## src/pam_pkg.sv

```systemverilog
// Shared types, constants and helpers for the packet address masker.
package pam_pkg;

  localparam int MAX_FRAME_BYTES = 16384;
  localparam int POS_LIMIT       = 16384;

  localparam logic [14:0] FRAME_LIMIT_RESET = 15'd784;

  localparam logic [15:0] TYPE_VLAN = 16'h8100;
  localparam logic [15:0] TYPE_IPV4 = 16'h0800;
  localparam logic [15:0] TYPE_IPV6 = 16'h86DD;

  // Byte offsets within the frame
  localparam logic [13:0] POS_MAC_END   = 14'd12;  // MAC bytes are 0..11
  localparam logic [13:0] POS_TYPE_HI   = 14'd12;
  localparam logic [13:0] POS_TYPE_LO   = 14'd13;
  localparam logic [13:0] POS_INNER_HI  = 14'd16;
  localparam logic [13:0] POS_INNER_LO  = 14'd17;
  localparam logic [13:0] L3_PLAIN      = 14'd14;
  localparam logic [13:0] L3_VLAN       = 14'd18;

  // Address windows relative to the layer-3 header
  localparam logic [13:0] IPV4_ADDR_LO  = 14'd12;
  localparam logic [13:0] IPV4_ADDR_LEN = 14'd8;
  localparam logic [13:0] IPV6_ADDR_LO  = 14'd8;
  localparam logic [13:0] IPV6_ADDR_LEN = 14'd40 - 14'd8;

  typedef enum logic [1:0] {
    KIND_OTHER = 2'd0,
    KIND_IPV4  = 2'd1,
    KIND_IPV6  = 2'd2
  } kind_t;

  typedef struct packed {
    logic [13:0] byte_offset;
    logic [15:0] outer_type;
    logic        has_vlan;
    kind_t       net_kind;
    logic        limit_reached;
  } frame_state_t;

  typedef struct packed {
    logic [7:0]  out_byte;
    logic        masked;
    logic [13:0] position;
    logic        frame_end;
  } result_t;

  function automatic kind_t kind_of(input logic [15:0] etype);
    kind_t k;
    k = KIND_OTHER;
    if (etype == TYPE_IPV4) k = KIND_IPV4;
    else if (etype == TYPE_IPV6) k = KIND_IPV6;
    return k;
  endfunction

endpackage

```

## src/pam_classify.sv

```systemverilog
// Per-byte header parsing, address masking and frame state update.
module pam_classify #(
  parameter int MAX_FRAME_BYTES = pam_pkg::MAX_FRAME_BYTES
) (
  input  pam_pkg::frame_state_t st,
  input  logic [14:0]           frame_limit,
  input  logic [7:0]            data_byte,
  input  logic                  last_byte,
  output pam_pkg::frame_state_t st_next,
  output logic                  emit,
  output pam_pkg::result_t      res
);

  localparam int CAP_RAW = (MAX_FRAME_BYTES > pam_pkg::POS_LIMIT) ?
                           pam_pkg::POS_LIMIT : MAX_FRAME_BYTES;
  localparam int CAP     = (CAP_RAW < 1) ? 1 : CAP_RAW;
  localparam logic [14:0] LIM_CAP = 15'(CAP);

  logic [14:0] lim;
  logic [14:0] pos_ext;
  logic [14:0] pos_inc;
  logic [13:0] pos;
  logic [13:0] l3;
  logic        at_limit;
  logic        mask;
  logic [15:0] assembled;

  always_comb begin
    if (frame_limit == 15'd0) lim = 15'd1;
    else if (frame_limit > LIM_CAP) lim = LIM_CAP;
    else lim = frame_limit;
  end

  assign pos       = st.byte_offset;
  assign pos_ext   = {1'b0, pos};
  assign pos_inc   = pos_ext + 15'd1;
  assign at_limit  = (pos_inc == lim);
  assign l3        = st.has_vlan ? pam_pkg::L3_VLAN : pam_pkg::L3_PLAIN;
  assign assembled = {st.outer_type[15:8], data_byte};

  always_comb begin
    st_next = st;
    emit    = 1'b0;
    mask    = 1'b0;

    if (st.limit_reached || pos_ext >= lim) begin
      // drop the byte; end of frame still clears state
      st_next.limit_reached = 1'b1;
      if (last_byte) st_next = '0;
    end else begin
      emit = 1'b1;
      if (pos < pam_pkg::POS_MAC_END) begin
        mask = 1'b1;
      end else if (pos == pam_pkg::POS_TYPE_HI) begin
        st_next.outer_type = {data_byte, 8'h00};
      end else if (pos == pam_pkg::POS_TYPE_LO) begin
        st_next.outer_type = assembled;
        if (assembled == pam_pkg::TYPE_VLAN) st_next.has_vlan = 1'b1;
        else st_next.net_kind = pam_pkg::kind_of(assembled);
      end else if (st.has_vlan && pos == pam_pkg::POS_INNER_HI) begin
        st_next.outer_type = {data_byte, 8'h00};
      end else if (st.has_vlan && pos == pam_pkg::POS_INNER_LO) begin
        st_next.outer_type = assembled;
        st_next.net_kind   = pam_pkg::kind_of(assembled);
      end else begin
        if (st.net_kind == pam_pkg::KIND_IPV4 &&
            pos >= l3 + pam_pkg::IPV4_ADDR_LO &&
            pos <  l3 + pam_pkg::IPV4_ADDR_LO + pam_pkg::IPV4_ADDR_LEN)
          mask = 1'b1;
        if (st.net_kind == pam_pkg::KIND_IPV6 &&
            pos >= l3 + pam_pkg::IPV6_ADDR_LO &&
            pos <  l3 + pam_pkg::IPV6_ADDR_LO + pam_pkg::IPV6_ADDR_LEN)
          mask = 1'b1;
      end

      if (last_byte) begin
        st_next = '0;
      end else begin
        st_next.byte_offset = pos_inc[13:0];
        if (at_limit) st_next.limit_reached = 1'b1;
      end
    end
  end

  assign res.out_byte  = mask ? 8'h00 : data_byte;
  assign res.masked    = mask;
  assign res.position  = pos;
  assign res.frame_end = last_byte || at_limit;

endmodule

```

## src/packet_address_masker.sv

```systemverilog
// Streaming Ethernet/IP address masker: one frame byte in, at most one byte out.
//
// Accepts one byte per clock and emits at most one result per clock when the output
// side keeps up; each byte passes an input register, then a result register.
// MAC bytes are always zeroed, and IPv4 or IPv6 source/destination addresses are
// zeroed once the EtherType (optionally behind one VLAN tag) is known. Bytes past
// the frame limit produce no result; the byte at the limit carries frame_end.
// The user must write frame_limit through cfg_write/cfg_data only while the block is
// idle (not enforced by the block); zero acts as one, values above the supported frame size are capped.
module packet_address_masker #(
  parameter int MAX_FRAME_BYTES = pam_pkg::MAX_FRAME_BYTES
) (
  input  logic        clk,
  input  logic        rst,
  input  logic        cfg_write,
  input  logic [14:0] cfg_data,
  input  logic        byte_valid,
  output logic        byte_ready,
  input  logic [7:0]  data_byte,
  input  logic        last_byte,
  output logic        result_valid,
  input  logic        result_ready,
  output logic [7:0]  out_byte,
  output logic        masked,
  output logic [13:0] position,
  output logic        frame_end
);

  logic [14:0]           frame_limit;
  logic                  s1_valid;
  logic [7:0]            s1_byte;
  logic                  s1_last;
  pam_pkg::frame_state_t st;
  pam_pkg::frame_state_t st_next;
  logic                  emit;
  pam_pkg::result_t      res;
  logic                  advance;

  assign advance    = s1_valid && (!result_valid || result_ready);
  assign byte_ready = !s1_valid || advance;

  pam_classify #(
    .MAX_FRAME_BYTES(MAX_FRAME_BYTES)
  ) u_classify (
    .st         (st),
    .frame_limit(frame_limit),
    .data_byte  (s1_byte),
    .last_byte  (s1_last),
    .st_next    (st_next),
    .emit       (emit),
    .res        (res)
  );

  always_ff @(posedge clk) begin
    if (rst) begin
      frame_limit  <= pam_pkg::FRAME_LIMIT_RESET;
      s1_valid     <= 1'b0;
      st           <= '0;
      result_valid <= 1'b0;
    end else begin
      if (cfg_write) frame_limit <= cfg_data;

      if (byte_valid && byte_ready) begin
        s1_valid <= 1'b1;
        s1_byte  <= data_byte;
        s1_last  <= last_byte;
      end else if (advance) begin
        s1_valid <= 1'b0;
      end

      if (advance && emit) begin
        result_valid <= 1'b1;
      end else if (result_ready) begin
        result_valid <= 1'b0;
      end

      if (advance) begin
        st <= st_next;
        if (emit) begin
          out_byte     <= res.out_byte;
          masked       <= res.masked;
          position     <= res.position;
          frame_end    <= res.frame_end;
        end
      end
    end
  end

endmodule

```

## config.mk

```make
export PLATFORM = sky130hd
export DESIGN_NAME = packet_address_masker
export DESIGN_NICKNAME = d
export VERILOG_FILES = /design/src/pam_pkg.sv /design/src/pam_classify.sv /design/src/packet_address_masker.sv
export SDC_FILE = /design/constraint.sdc
export NUM_CORES = 1
export LEC_CHECK = 0
export ABC_AREA = 1
export BUFFER_PORTS_ARGS = -buffer_cell sky130_fd_sc_hd__buf_2
export CAP_MARGIN = 10
export CORE_MARGIN = 2
export CORE_UTILIZATION = 40
export DETAILED_ROUTE_END_ITERATION = 12
export HOLD_SLACK_MARGIN = 0.03
export MAX_ROUTING_LAYER = met4
export SLEW_MARGIN = 0
export SYNTH_ARGS = -nofsm -noshare
export SYNTH_HDL_FRONTEND = slang
export SYNTH_SLANG_ARGS = --single-unit
```

## constraint.sdc

```tcl
create_clock -name clk -period 3.5 [get_ports clk]
set_input_delay 1.05 -clock clk [delete_from_list [all_inputs] [get_ports clk]]
set_output_delay 1.05 -clock clk [all_outputs]
set_load 0.005 [all_outputs]
```

=== Word level (Yosys, flattened, before mapping) ===
Index checks and enable logic that the tools add are counted.
Widths: inputs -> output; s select.

* Reductions and logical operators: 30
* Muxes and demuxes: 36
* $lt $le $gt $ge: 7
* Bitwise logic cells: 2
* Equality and inequality tests: 16
* Add/sub/neg operators: 5

{| class="wikitable"
|+ Operator list
! kind !! number
|-
| $mux 34 || 2
|-
| $mux 16 || 3
|-
| $add 14x4->14 const B || 3
|-
| $mux 19 || 2
|-
| $eq 16x16->1 const B || 2
|-
| $mux 15 || 2
|-
| $eq 14x4->1 const B || 2
|-
| $eq 14x5->1 const B || 2
|-
| $ge 14x14->1 || 2
|-
| $lt 14x14->1 || 2
|-
| $mux 1 || 17
|-
| $eq 16x12->1 const B || 1
|-
| $add 14x1->15 const B || 1
|-
| $eq 15x15->1 || 1
|-
| $ge 14x15->1 || 1
|-
| $gt 15x15->1 const B || 1
|-
| $logic_not 15->1 || 1
|-
| $add 14x6->14 const B || 1
|-
| $lt 14x4->1 const B || 1
|-
| $mux 14 || 1
|-
| $mux 2 || 6
|-
| $logic_and 1x1->1 || 9
|-
| $reduce_bool 3->1 || 3
|-
| $mux 8 || 1
|-
| other kinds (16) || 29
|}

* Flip-flop bits (word level): 76
* Logic and storage cells: 110
* Output and inout port bits: 26
* Input bits: 29

=== Logic depth before layout (Yosys ltp) ===
Gate-level depths: netlist (run 1).

* Word-level depth: 13
* Mapped depth: 21
* Gate-level depth less buffers: 20

=== By module ===
Synthesis (run 1) repeated with hierarchy kept, for this count alone.

* Cell total of the unflattened synthesis: 836
* Area, all modules: 5799.3 um^2

{| class="wikitable"
|+ Modules (own cells, without submodules)
! module !! cells an instance !! area an instance (um^2) !! times used !! sequential area each (um^2)
|-
| packet_address_masker || 334 || 3328.2 || 1 || 2011.9
|-
| pam_classify || 502 || 2471.1 || 1 || 0.0
|}

=== Worst setup path after synthesis (run 1) ===
Ideal clock, no wire load.

* Path type: reg-to-reg
* From: reg frame_limit[13]
* To: reg frame_end, enable pin
* Library setup time: 0.405 ns
* Data required time: 3.095 ns
* Cell stages (with the launch flop): 16
* Clock period less this slack: 3.580 ns
* Setup slack: -0.080 ns
* Arrival: 3.175 ns
* Path through: dfxtp_1 > or2_0 > nor2_1 > nand2_1 > nand2_4 > buf_12 > nand2_2 > ha_1 > a21oi_1 > o21ai_0 > a21oi_2 > nand4_2 > buf_4 > inv_2 > nand2_1 > nor2_1

* Cells in the longest elaborated chain, start to end: 7
* Elaborated cells on any way between the ends: 8
* Classes of those cells: order compare (2); mux (2); bitwise (1); reduce/logical (3)

{| class="wikitable"
|+ Ends and longest elaborated chain
! what !! line !! source
|-
| from (decl) || packet_address_masker.sv:29 || <nowiki>logic [14:0] frame_limit;</nowiki>
|-
| from (signal assigned) || packet_address_masker.sv:56 || <nowiki>frame_limit <= pam_pkg::FRAME_LIMIT_RESET;</nowiki>
|-
| from (signal assigned) || packet_address_masker.sv:61 || <nowiki>if (cfg_write) frame_limit <= cfg_data;</nowiki>
|-
| $gt 15x15->1 || pam_classify.sv:30 || <nowiki>else if (frame_limit > LIM_CAP) lim = LIM_CAP;</nowiki>
|-
| $mux 15 || pam_classify.sv:30 ||
|-
| $mux 15 (*) || pam_classify.sv:29 || <nowiki>if (frame_limit == 15'd0) lim = 15'd1;</nowiki>
|-
| $ge 14x15->1 (*) || pam_classify.sv:46 || <nowiki>if (st.limit_reached || pos_ext >= lim) begin</nowiki>
|-
| $logic_or 1x1->1 (*) || pam_classify.sv:46 ||
|-
| $not 1->1 (no source line) (*) || - ||
|-
| $reduce_and 3->1 (no source line) (*) || - ||
|-
| to (signal assigned) || packet_address_masker.sv:83 || <nowiki>frame_end <= res.frame_end;</nowiki>
|-
| to (decl) || packet_address_masker.sv:26 || <nowiki>output logic frame_end</nowiki>
|}

Every way passes the cells marked *; elsewhere a longest branch is shown, timed or not.
A chain may end at the register's enable or synchronous reset.

=== Worst setup path in the final report (run 1) ===
* From: reg frame_limit[13]
* To: reg position[5], enable pin

* Cells in the longest elaborated chain, start to end: 7
* Elaborated cells on any way between the ends: 8
* Classes of those cells: order compare (2); mux (2); bitwise (1); reduce/logical (3)

{| class="wikitable"
|+ Ends and longest elaborated chain
! what !! line !! source
|-
| $gt 15x15->1 || pam_classify.sv:30 ||
|-
| $mux 15 || pam_classify.sv:30 ||
|-
| $mux 15 (*) || pam_classify.sv:29 ||
|-
| $ge 14x15->1 (*) || pam_classify.sv:46 ||
|-
| $logic_or 1x1->1 (*) || pam_classify.sv:46 ||
|-
| $not 1->1 (no source line) (*) || - ||
|-
| $reduce_and 3->1 (no source line) (*) || - ||
|-
| to (signal assigned) || packet_address_masker.sv:82 || <nowiki>position <= res.position;</nowiki>
|-
| to (decl) || packet_address_masker.sv:25 || <nowiki>output logic [13:0] position,</nowiki>
|}

Marks and branches as above.

==> impl_metrics.env, run 1 <==
export IMPL_yosys_area_top_type="edfxtp_1"
export IMPL_ir_drop_uv=152
export IMPL_ys_types=40
export IMPL_yosysWarnings=0
export IMPL_synth_area_leaders="edfxtp_1, dfxtp_1, nand2_1"
export IMPL_core_um2=10700
export IMPL_routed_via_count=3923
export IMPL_drt_initial_drc_count=243
export IMPL_synthArstFlopShare_pct=0
export IMPL_netlist_instances=569
export IMPL_p_per_area_nw_per_um2=415
export IMPL_skew_ps=9.22
export IMPL_crit_start="frame_limit[13]$_SDFFE_PP0P_"
export IMPL_wl_mm=11.0
export IMPL_finalCriticalPeriod_ps=3030
export IMPL_rr_startpoint="frame_limit[13]$_SDFFE_PP0P_"
export IMPL_layout_nets=677
export IMPL_worst_pin_slew_ps=638
export IMPL_path_class="flop to flop"
export IMPL_port_buffers=54
export IMPL_htree_num_levels=3
export IMPL_final_antenna_net_count=0
export IMPL_min_from="st[17]$_SDFFE_PP0P_"
export IMPL_hpwl_mm=8.55
export IMPL_yosysMostFrequentCell="nand2_1"
export IMPL_netlist_area_leader_share_pct=22.8
export IMPL_row_count=38
export IMPL_cts_resized_gates=0
export IMPL_ios=55
export IMPL_cts_setup_buffers=0
export IMPL_rsz0062_at_grt="no"
export IMPL_synth_yosys_seq_area_share_pct=42.6
export IMPL_fp_dieW_um=108
export IMPL_clock_path_buffers=2
export IMPL_drt_pass1_iter_count=6
export IMPL_cp_max_fo=24
export IMPL_slew_headroom_pct=57.1
export IMPL_clock_fmax_mhz=330
export IMPL_ys_flop_type="dfxtp_1"
export IMPL_gp_congestion=0.864
export IMPL_grt_pass1_wl_mm=18.2
export IMPL_clk_latency_ps=350
export IMPL_die_h_um=108
export IMPL_fin_cells=772
export IMPL_clock_root_buffer="clkbuf_8"
export IMPL_die_area_um2=11700
export IMPL_cts_tree="yes"
export IMPL_syn_nets=619
export IMPL_cts_clk_slew_worst_paths_ps=80
export IMPL_critPathLaunchType="flop"
export IMPL_cp_arrival_ps=3090
export IMPL_worst_ep_required_time_ps=3560
export IMPL_finalSetupViolCount=0
export IMPL_drc=0
export IMPL_first_global_vias=3691
export IMPL_synth_edff_count=33
export IMPL_final_util_pct=46.8
export IMPL_grt_overflow_total=0
export IMPL_setup_tns_ps=0
export IMPL_max_cap_violations=0
export IMPL_hold_ws_ps=467
export IMPL_synthTopCellsByCount="nand2_1, nor2_1, inv_1"
export IMPL_antenna_found_initial=0
export IMPL_synth_area_um2=4340
export IMPL_dp_cells=756
export IMPL_r2r_setup_slack_ps=470
export IMPL_avgSynthCellArea_um2=7.63
export IMPL_viasPerCell=5.08
export IMPL_track_usage_pct=20.7
export IMPL_hold_buffers=0
export IMPL_finalPower_mw=2.08
export IMPL_numClockSinks=76
export IMPL_hold_violations=0
export IMPL_wl_per_cell_um=14.2
export IMPL_yosys_register_bits=76
export IMPL_start_util_pct=40.6
export IMPL_antenna_cells=0
export IMPL_drive_gt1_share_pct=17.2
export IMPL_slew_viol_final=0
export IMPL_leakage_nw=2.21
export IMPL_numCtsBuffers=9
export IMPL_period_share_pct=86.5
export IMPL_crit_path_end_kind="flop"
export IMPL_status="finished, final reports clean"
export IMPL_area_delta_synth_final_pct=15.3
export IMPL_holdCritPathClass="flop to flop"
export IMPL_grt_start_max_net_pins=25
## routing by layer
layer	vias up	GRT usage, %	share of wire, %	wire (um)
li1	2018	-	-	-
met1	1780	29.2	51	5630
met2	112	30.5	42	4660
met3	13	3.19	5.0	550
met4	0	6.59	1.3	143
met5	-	-	0	0
## cells in the final DEF, fill, tap and decap left out, types with 3 or more instances in the layout
cell type,Yosys,layout
nand4_1,10,10
o21ai_0,30,30
buf_2,2,54
edfxtp_1,33,33
bufinv_16,0,3
nor2_2,8,9
nand2_2,12,12
nand3_1,47,47
nand2_1,141,141
xor2_1,4,4
ha_1,21,21
clkbuf_8,0,9
o21ai_1,3,3
nor2_1,62,61
a211oi_1,3,3
nand3b_1,3,3
nor3_1,12,12
a21oi_1,37,37
inv_1,56,56
dfxtp_1,43,43
buf_4,1,3
inv_2,3,3
nor4_1,8,8
## kinds of logic after synthesis
kind of cell / share of synthesized area (%)
AO/OA/AOI/OAI: 10.2
XOR/XNOR: 1.33
adder cells (fa/ha/maj): 6.05
buffers and inverters: 6.66
flip-flops: 42.6
AND/OR/NAND/NOR: 33.1
## state kept, by name, summed over array words and instances, names as in the netlist
signal and flops:
frame_end 1, frame_limit 15, masked 1, out_byte 8, position 14, result_valid 1, s1_byte 8, s1_last 1
s1_valid 1, st 26
## worst paths after layout
| kind | endpoint | cells after the start |
|---|---|---|
| max | position[5]$_DFFE_PP_ | 14 |
| min | st[17]$_SDFFE_PP0P_ | 2 |
| max reg2reg | position[5]$_DFFE_PP_ | 14 |
| min reg2reg | st[17]$_SDFFE_PP0P_ | 2 |
## report_power, final
part / switching (mW) / internal (mW)
Combinational: 0.179 / 0.0990
Sequential: 0.0335 / 0.965
Clock: 0.334 / 0.471
Total: 0.546 / 1.53
## metrics by stage
stage / instance area, um^2 / setup WS, ps
after global routing: 5010 / 237
after global placement: 4770 / 591
final: 5010 / 473
after CTS: 5010 / 483
after detailed placement: 4770 / 525
after floorplan: 4350 / 309
## worst max-delay path, cell delays in order, from the launching register on
cell     delay, ps
dfxtp_1        320
or2_0          210
nor2_1         110
nand2_1        110
nand2_4        240
nand2_2         90
ha_1           320
a21oi_1        140
o21ai_0        110
a21oi_2        180
nand4_2        180
inv_2          180
nand2_1        160
nor2_2         170
buf_12         190
## area by class of cell
type	instances	area, um^2
Clock buffer	9	124
Clock inverter	7	115
Fill cell	1084	5690
Inverter	60	225
Multi-Input combinational cell	422	2200
Sequential cell	76	1850
Tap cell	140	175
Timing Repair Buffer	58	313
No activity file was read; power rests on OpenSTA's default activity.
==> inputs of run 2 (changes only) <==
--- a/config.mk
+++ b/config.mk
@@ -13,6 +13,7 @@
 export DETAILED_ROUTE_END_ITERATION = 12
 export HOLD_SLACK_MARGIN = 0.03
 export MAX_ROUTING_LAYER = met4
+export PLACE_DENSITY_LB_ADDON = 0.12
 export SLEW_MARGIN = 0
 export SYNTH_ARGS = -nofsm -noshare
 export SYNTH_HDL_FRONTEND = slang
==> run 2 against run 1 <==
Against the previous run: die area unchanged; critical endpoint is now position[8]$_DFFE_PP_; hold slack got worse by 4.7 ps; sequential power about the same; design area decreased by 0.12%; wire length increased by 1.9%; sequential cell count unchanged; register-to-register slack got worse by 99 ps.
==> impl_metrics.env, run 2 (same netlist as run 1, synthesis figures left out) <==
export IMPL_track_usage_pct=21.0
export IMPL_grt_start_max_net_pins=25
export IMPL_core_um2=10700
export IMPL_routed_via_count=3922
export IMPL_ir_drop_uv=211
export IMPL_antenna_cells=0
export IMPL_drc=0
export IMPL_rsz0062_at_grt="no"
export IMPL_p_per_area_nw_per_um2=416
export IMPL_finalSetupViolCount=0
export IMPL_slew_headroom_pct=49.8
export IMPL_start_util_pct=40.6
export IMPL_r2r_setup_slack_ps=370
export IMPL_finalCriticalPeriod_ps=3130
export IMPL_drt_initial_drc_count=249
export IMPL_numCtsBuffers=9
export IMPL_top_regs="st (26), frame_limit (15), position (14)"
export IMPL_hold_ws_ps=462
export IMPL_viasPerCell=5.09
export IMPL_skew_ps=9.60
export IMPL_grt_overflow_total=0
export IMPL_final_antenna_net_count=0
export IMPL_clock_path_buffers=2
export IMPL_antenna_found_initial=0
export IMPL_cts_tree="yes"
export IMPL_regToRegEndpoint="position[8]$_DFFE_PP_"
export IMPL_cts_clk_slew_worst_paths_ps=80
export IMPL_hold_end="st[16]$_SDFFE_PP0P_"
export IMPL_die_h_um=108
export IMPL_cpPeakStageDelay_ps=320
export IMPL_holdCritPathClass="flop to flop"
export IMPL_row_count=38
export IMPL_clock_root_buffer="clkbuf_8"
export IMPL_drt_pass1_iter_count=5
export IMPL_mostFrequentLayoutCells="nand2_1, nor2_1, inv_1"
export IMPL_finalPower_mw=2.08
export IMPL_path_class="flop to flop"
export IMPL_wl_mm=11.2
export IMPL_ios=55
export IMPL_min_path_cells=2
export IMPL_slowest_stage="dfxtp_1"
export IMPL_min_from="st[16]$_SDFFE_PP0P_"
export IMPL_hold_violations=0
export IMPL_gp_congestion=0.873
export IMPL_area_delta_synth_final_pct=15.2
export IMPL_slew_viol_final=0
export IMPL_hpwl_mm=8.77
export IMPL_worst_ep_required_time_ps=3560
export IMPL_numClockSinks=76
export IMPL_grt_pass1_wl_mm=18.3
export IMPL_worst_pin_slew_ps=747
export IMPL_cts_setup_buffers=0
export IMPL_wl_per_cell_um=14.5
export IMPL_status="finished, final reports clean"
export IMPL_clk_latency_ps=360
export IMPL_crit_path_end_kind="flop"
export IMPL_leakage_nw=2.21
export IMPL_cp_max_fo=24
export IMPL_fin_cells=770
export IMPL_max_cap_violations=0
export IMPL_top_register="st"
export IMPL_setup_tns_ps=0
export IMPL_first_global_vias=3605
export IMPL_clock_fmax_mhz=320
export IMPL_largest_reg_flops=26
export IMPL_htree_num_levels=3
export IMPL_drive_gt1_share_pct=16.8
export IMPL_period_share_pct=89.3
export IMPL_dp_cells=754
export IMPL_r2r_cells=14
export IMPL_rr_startpoint="frame_limit[13]$_SDFFE_PP0P_"
export IMPL_cp_arrival_ps=3190
export IMPL_crit_path_frequent_cell="nand2_1"
export IMPL_layout_nets=675
export IMPL_crit_chain="or2_0 -> nor2_1 -> nand2_1 -> nand2_4 -> nand2_2 -> ha_1 -> a21oi_1 -> o21ai_0 -> a21oi_2 -> nand4_4 -> inv_2 -> nand2_1 -> nor2_2 -> buf_12"
export IMPL_fillers=1080
export IMPL_fp_dieW_um=108
export IMPL_die_area_um2=11700
export IMPL_layout_commonest_cell="nand2_1"
export IMPL_port_buffers=54
export IMPL_critPathLaunchType="flop"
## run 2: worst max path at each step
stage	startpoint	end	cells past startpoint
finish	frame_limit[13]$_SDFFE_PP0P_	position[8]$_DFFE_PP_	14
global route	frame_limit[13]$_SDFFE_PP0P_	st[15]$_SDFFE_PP0P_	16
CTS	frame_limit[13]$_SDFFE_PP0P_	position[9]$_DFFE_PP_	14
detailed placement	frame_limit[13]$_SDFFE_PP0P_	position[9]$_DFFE_PP_	14
global placement	frame_limit[13]$_SDFFE_PP0P_	position[9]$_DFFE_PP_	14
floorplan	frame_limit[13]$_SDFFE_PP0P_	frame_end$_DFFE_PP_	15
## run 2: layout make-up
cell class                 count  area, um^2  share of cell area [%]
sequential                    76        1850                    37.0
tap                          140         175                    3.50
clock buffer                   9         124                    2.48
multi-input combinational    422        2210                    44.2
timing repair buffer          56         298                    5.95
inverter                      60         225                    4.50
clock inverter                 7         115                    2.30
## run 2: worst max-delay path, delay by kind of cell, from the launching register on
kind | cells | cell delay (ps)
adders and majority gates | 1 | 310
and+or+nand+nor | 8 | 1320
AOI/OAI and AO/OA | 3 | 480
DFF | 1 | 320
buffers and inverters | 2 | 370
## run 2: power breakdown
| part | switching (mW) | total, mW | internal [mW] | leakage [nW] |
|---|---|---|---|---|
| sequential | 0.0333 | 0.998 | 0.964 | 0.667 |
| clock | 0.337 | 0.808 | 0.471 | 0.117 |
| combinational | 0.180 | 0.277 | 0.0972 | 1.42 |
| total | 0.551 | 2.08 | 1.53 | 2.21 |
## run 2: stage by stage
step           worst slack [ps]  area (um^2)  util [%]
3_5_place_dp                253         4750      44.4
3_3_place_gp                378         4750      44.4
2_1_floorplan               309         4350         -
6_report                    374         5000      46.8
4_1_cts                     226         4990      46.7
5_1_grt                    98.8         5000      46.8
## run 2: timing repair
action | 4_1_cts | 5_1_grt
hold buffers | 0 | 0
gates resized for setup | 0 | 1
endpoints found under the setup margin | 0 | 26
## run 2: metal layers
metal	share of wire [%]	GRT usage (%)
met1	51	30.7
met2	42	30.0
met3	6.1	3.50
met4	1.1	5.95
met5	0	-
==> inputs of run 3 (changes only) <==
--- a/config.mk
+++ b/config.mk
@@ -11,6 +11,7 @@
 export CORE_MARGIN = 2
 export CORE_UTILIZATION = 40
 export DETAILED_ROUTE_END_ITERATION = 12
+export GPL_TIMING_DRIVEN = 0
 export HOLD_SLACK_MARGIN = 0.03
 export MAX_ROUTING_LAYER = met4
 export PLACE_DENSITY_LB_ADDON = 0.12
==> run 3 against run 2 <==
Against the previous run: clock skew rose by 1.3 ps; wire length fell by 1.5%; die area did not move; combinational power rose by 5%; count of clock-buffer cells in the layout rose by 1; clock power rose by 3.7%; setup slack got worse by 92 ps; global-route usage fell by 0.91 points; final cell count rose by 1.7%; sequential power barely moved; via count fell by 0.13%; non-clock buffer count rose by 12; critical path type unchanged; critical endpoint is now position[0]$_DFFE_PP_; highest routed layer unchanged.
==> impl_metrics.env, run 3 (same netlist as run 1, synthesis figures left out) <==
export IMPL_status="finished, final reports clean"
export IMPL_largest_reg_flops=26
export IMPL_grt_start_max_net_pins=14
export IMPL_final_util_pct=47.6
export IMPL_critPathBufInv=4
export IMPL_clockPowerShare_pct=39.4
export IMPL_worst_pin_slew_ps=692
export IMPL_drive_gt1_share_pct=17.6
export IMPL_grt_pass1_wl_mm=17.7
export IMPL_cts_clk_slew_worst_paths_ps=80
export IMPL_min_from="st[16]$_SDFFE_PP0P_"
export IMPL_clock_fmax_mhz=311
export IMPL_crit_start="frame_limit[13]$_SDFFE_PP0P_"
export IMPL_wl_per_cell_um=14.1
export IMPL_drc=0
export IMPL_dp_slack_ps=-493
export IMPL_p_per_area_nw_per_um2=417
export IMPL_seq_power_share_pct=46.9
export IMPL_port_buffers=54
export IMPL_cp_max_fo=12
export IMPL_ios=55
export IMPL_fin_cells=783
export IMPL_leakage_nw=2.24
export IMPL_hold_buffers=0
export IMPL_top_regs="st (26), frame_limit (15), position (14)"
export IMPL_mostFrequentLayoutCells="nand2_1, nor2_1, inv_1, buf_2, nand3_1"
export IMPL_power_switching_mw=0.562
export IMPL_drt_initial_drc_count=157
export IMPL_fin_ws_ps=282
export IMPL_die_h_um=108
export IMPL_wl_mm=11.0
export IMPL_final_antenna_net_count=0
export IMPL_clk_latency_ps=350
export IMPL_crit_path_end_kind="flop"
export IMPL_slew_viol_final=0
export IMPL_cts_tree="yes"
export IMPL_intPower_mw=1.56
export IMPL_skew_ps=10.9
export IMPL_setup_tns_ps=0
export IMPL_core_um2=10700
export IMPL_switching_share_pct=26.4
export IMPL_fillers=1106
export IMPL_htree_num_levels=3
export IMPL_finalCriticalPeriod_ps=3220
export IMPL_hold_ws_ps=466
export IMPL_fp_dieW_um=108
export IMPL_clock_path_buffers=2
export IMPL_viasPerCell=5.00
export IMPL_track_usage_pct=20.1
export IMPL_cp_arrival_ps=3290
export IMPL_critPathLaunchType="flop"
export IMPL_slew_headroom_pct=53.9
export IMPL_clock_root_buffer="clkbuf_8"
export IMPL_hold_violations=0
export IMPL_cpPeakStageDelay_ps=340
export IMPL_crit_chain="or2_0 -> nor2_1 -> nand2_1 -> nand2_4 -> buf_12 -> nand2_2 -> ha_1 -> a21oi_1 -> o21ai_0 -> a21oi_2 -> nand4_2 -> buf_4 -> inv_2 -> nand2_2 -> nor2_4 -> buf_12"
export IMPL_dp_cells=763
export IMPL_top_register="st"
export IMPL_grt_overflow_total=0
export IMPL_antenna_cells=0
export IMPL_start_util_pct=40.6
export IMPL_rr_startpoint="frame_limit[13]$_SDFFE_PP0P_"
export IMPL_path_class="flop to flop"
export IMPL_max_cap_violations=0
export IMPL_antenna_found_initial=0
export IMPL_slowest_stage="dfxtp_1"
export IMPL_ir_drop_uv=206
export IMPL_holdCritPathClass="flop to flop"
export IMPL_routed_via_count=3917
export IMPL_drt_pass1_iter_count=4
export IMPL_finalSetupViolCount=0
export IMPL_power_frac_comb_pct=13.7
export IMPL_numClockSinks=76
export IMPL_row_count=38
export IMPL_area_delta_synth_final_pct=17.3
export IMPL_gp_congestion=0.941
export IMPL_worst_ep_required_time_ps=3570
export IMPL_first_global_vias=3589
export IMPL_period_share_pct=91.9
export IMPL_hpwl_mm=8.57
export IMPL_cp_top_family="simple AND/OR/NAND/NOR gates"
export IMPL_numCtsBuffers=9
export IMPL_layout_commonest_cell="nand2_1"
export IMPL_layout_nets=688
export IMPL_die_area_um2=11700
export IMPL_rsz0062_at_grt="no"
[run 3: power by group through the flow]
stage / registers (mW) / clock network, mW / logic [mW]
after floorplan: 1.01 / 0 / 0.198
after global placement: 1.02 / 0 / 0.275
after detailed placement: 1.02 / 0 / 0.280
after CTS: 0.997 / 0.850 / 0.287
after global routing: 1.00 / 0.888 / 0.328
final: 0.998 / 0.838 / 0.290
[run 3: repair_timing]
action                                  4_1_cts  5_1_grt
pin swaps                                     1        1
gates cloned                                  1        0
buffers inserted                              2        1
endpoints found under the setup margin       24       24
resized for setup                             2        1
[run 3: stage by stage]
stage / cell area [um^2] / total power [mW]
after global routing: 5090 / 2.22
after floorplan: 4350 / 1.21
after global placement: 4790 / 1.29
final: 5090 / 2.13
after CTS: 5070 / 2.13
after detailed placement: 4790 / 1.30
[run 3: final timing paths]
path                      endpoint  slack, ps  depth (start not counted)
max          position[0]$_DFFE_PP_        280                         16
min            st[16]$_SDFFE_PP0P_        470                          2
max reg2reg  position[0]$_DFFE_PP_        280                         16
min reg2reg    st[16]$_SDFFE_PP0P_        470                          2
[run 3: area by class of cell]
cell class | instances | area (um^2) | share of cell area [%]
multi-input combinational | 423 | 2220 | 43.7
inverter | 60 | 225 | 4.42
clock inverter | 6 | 110 | 2.16
buffer | 11 | 63.8 | 1.25
clock buffer | 10 | 138 | 2.70
sequential | 76 | 1850 | 36.4
timing repair buffer | 57 | 305 | 6.00
tap | 140 | 175 | 3.44
[run 3: worst reg2reg max path: stages, from the launching register on]
cell and delay, ps:
dfxtp_1 340, or2_0 220, nor2_1 120, nand2_1 110, nand2_4 110, buf_12 140, nand2_2 60, ha_1 310
a21oi_1 150, o21ai_0 110, a21oi_2 180, nand4_2 160, buf_4 210, inv_2 140, nand2_2 220, nor2_4 200
buf_12 150
[run 3: per-layer routing]
layer	track usage, %	vias up	share of wire (%)
met2	29.2	108	42
met3	2.41	19	5.5
met5	-	-	0
li1	-	2041	-
met1	29.2	1749	51
met4	6.32	0	1.7
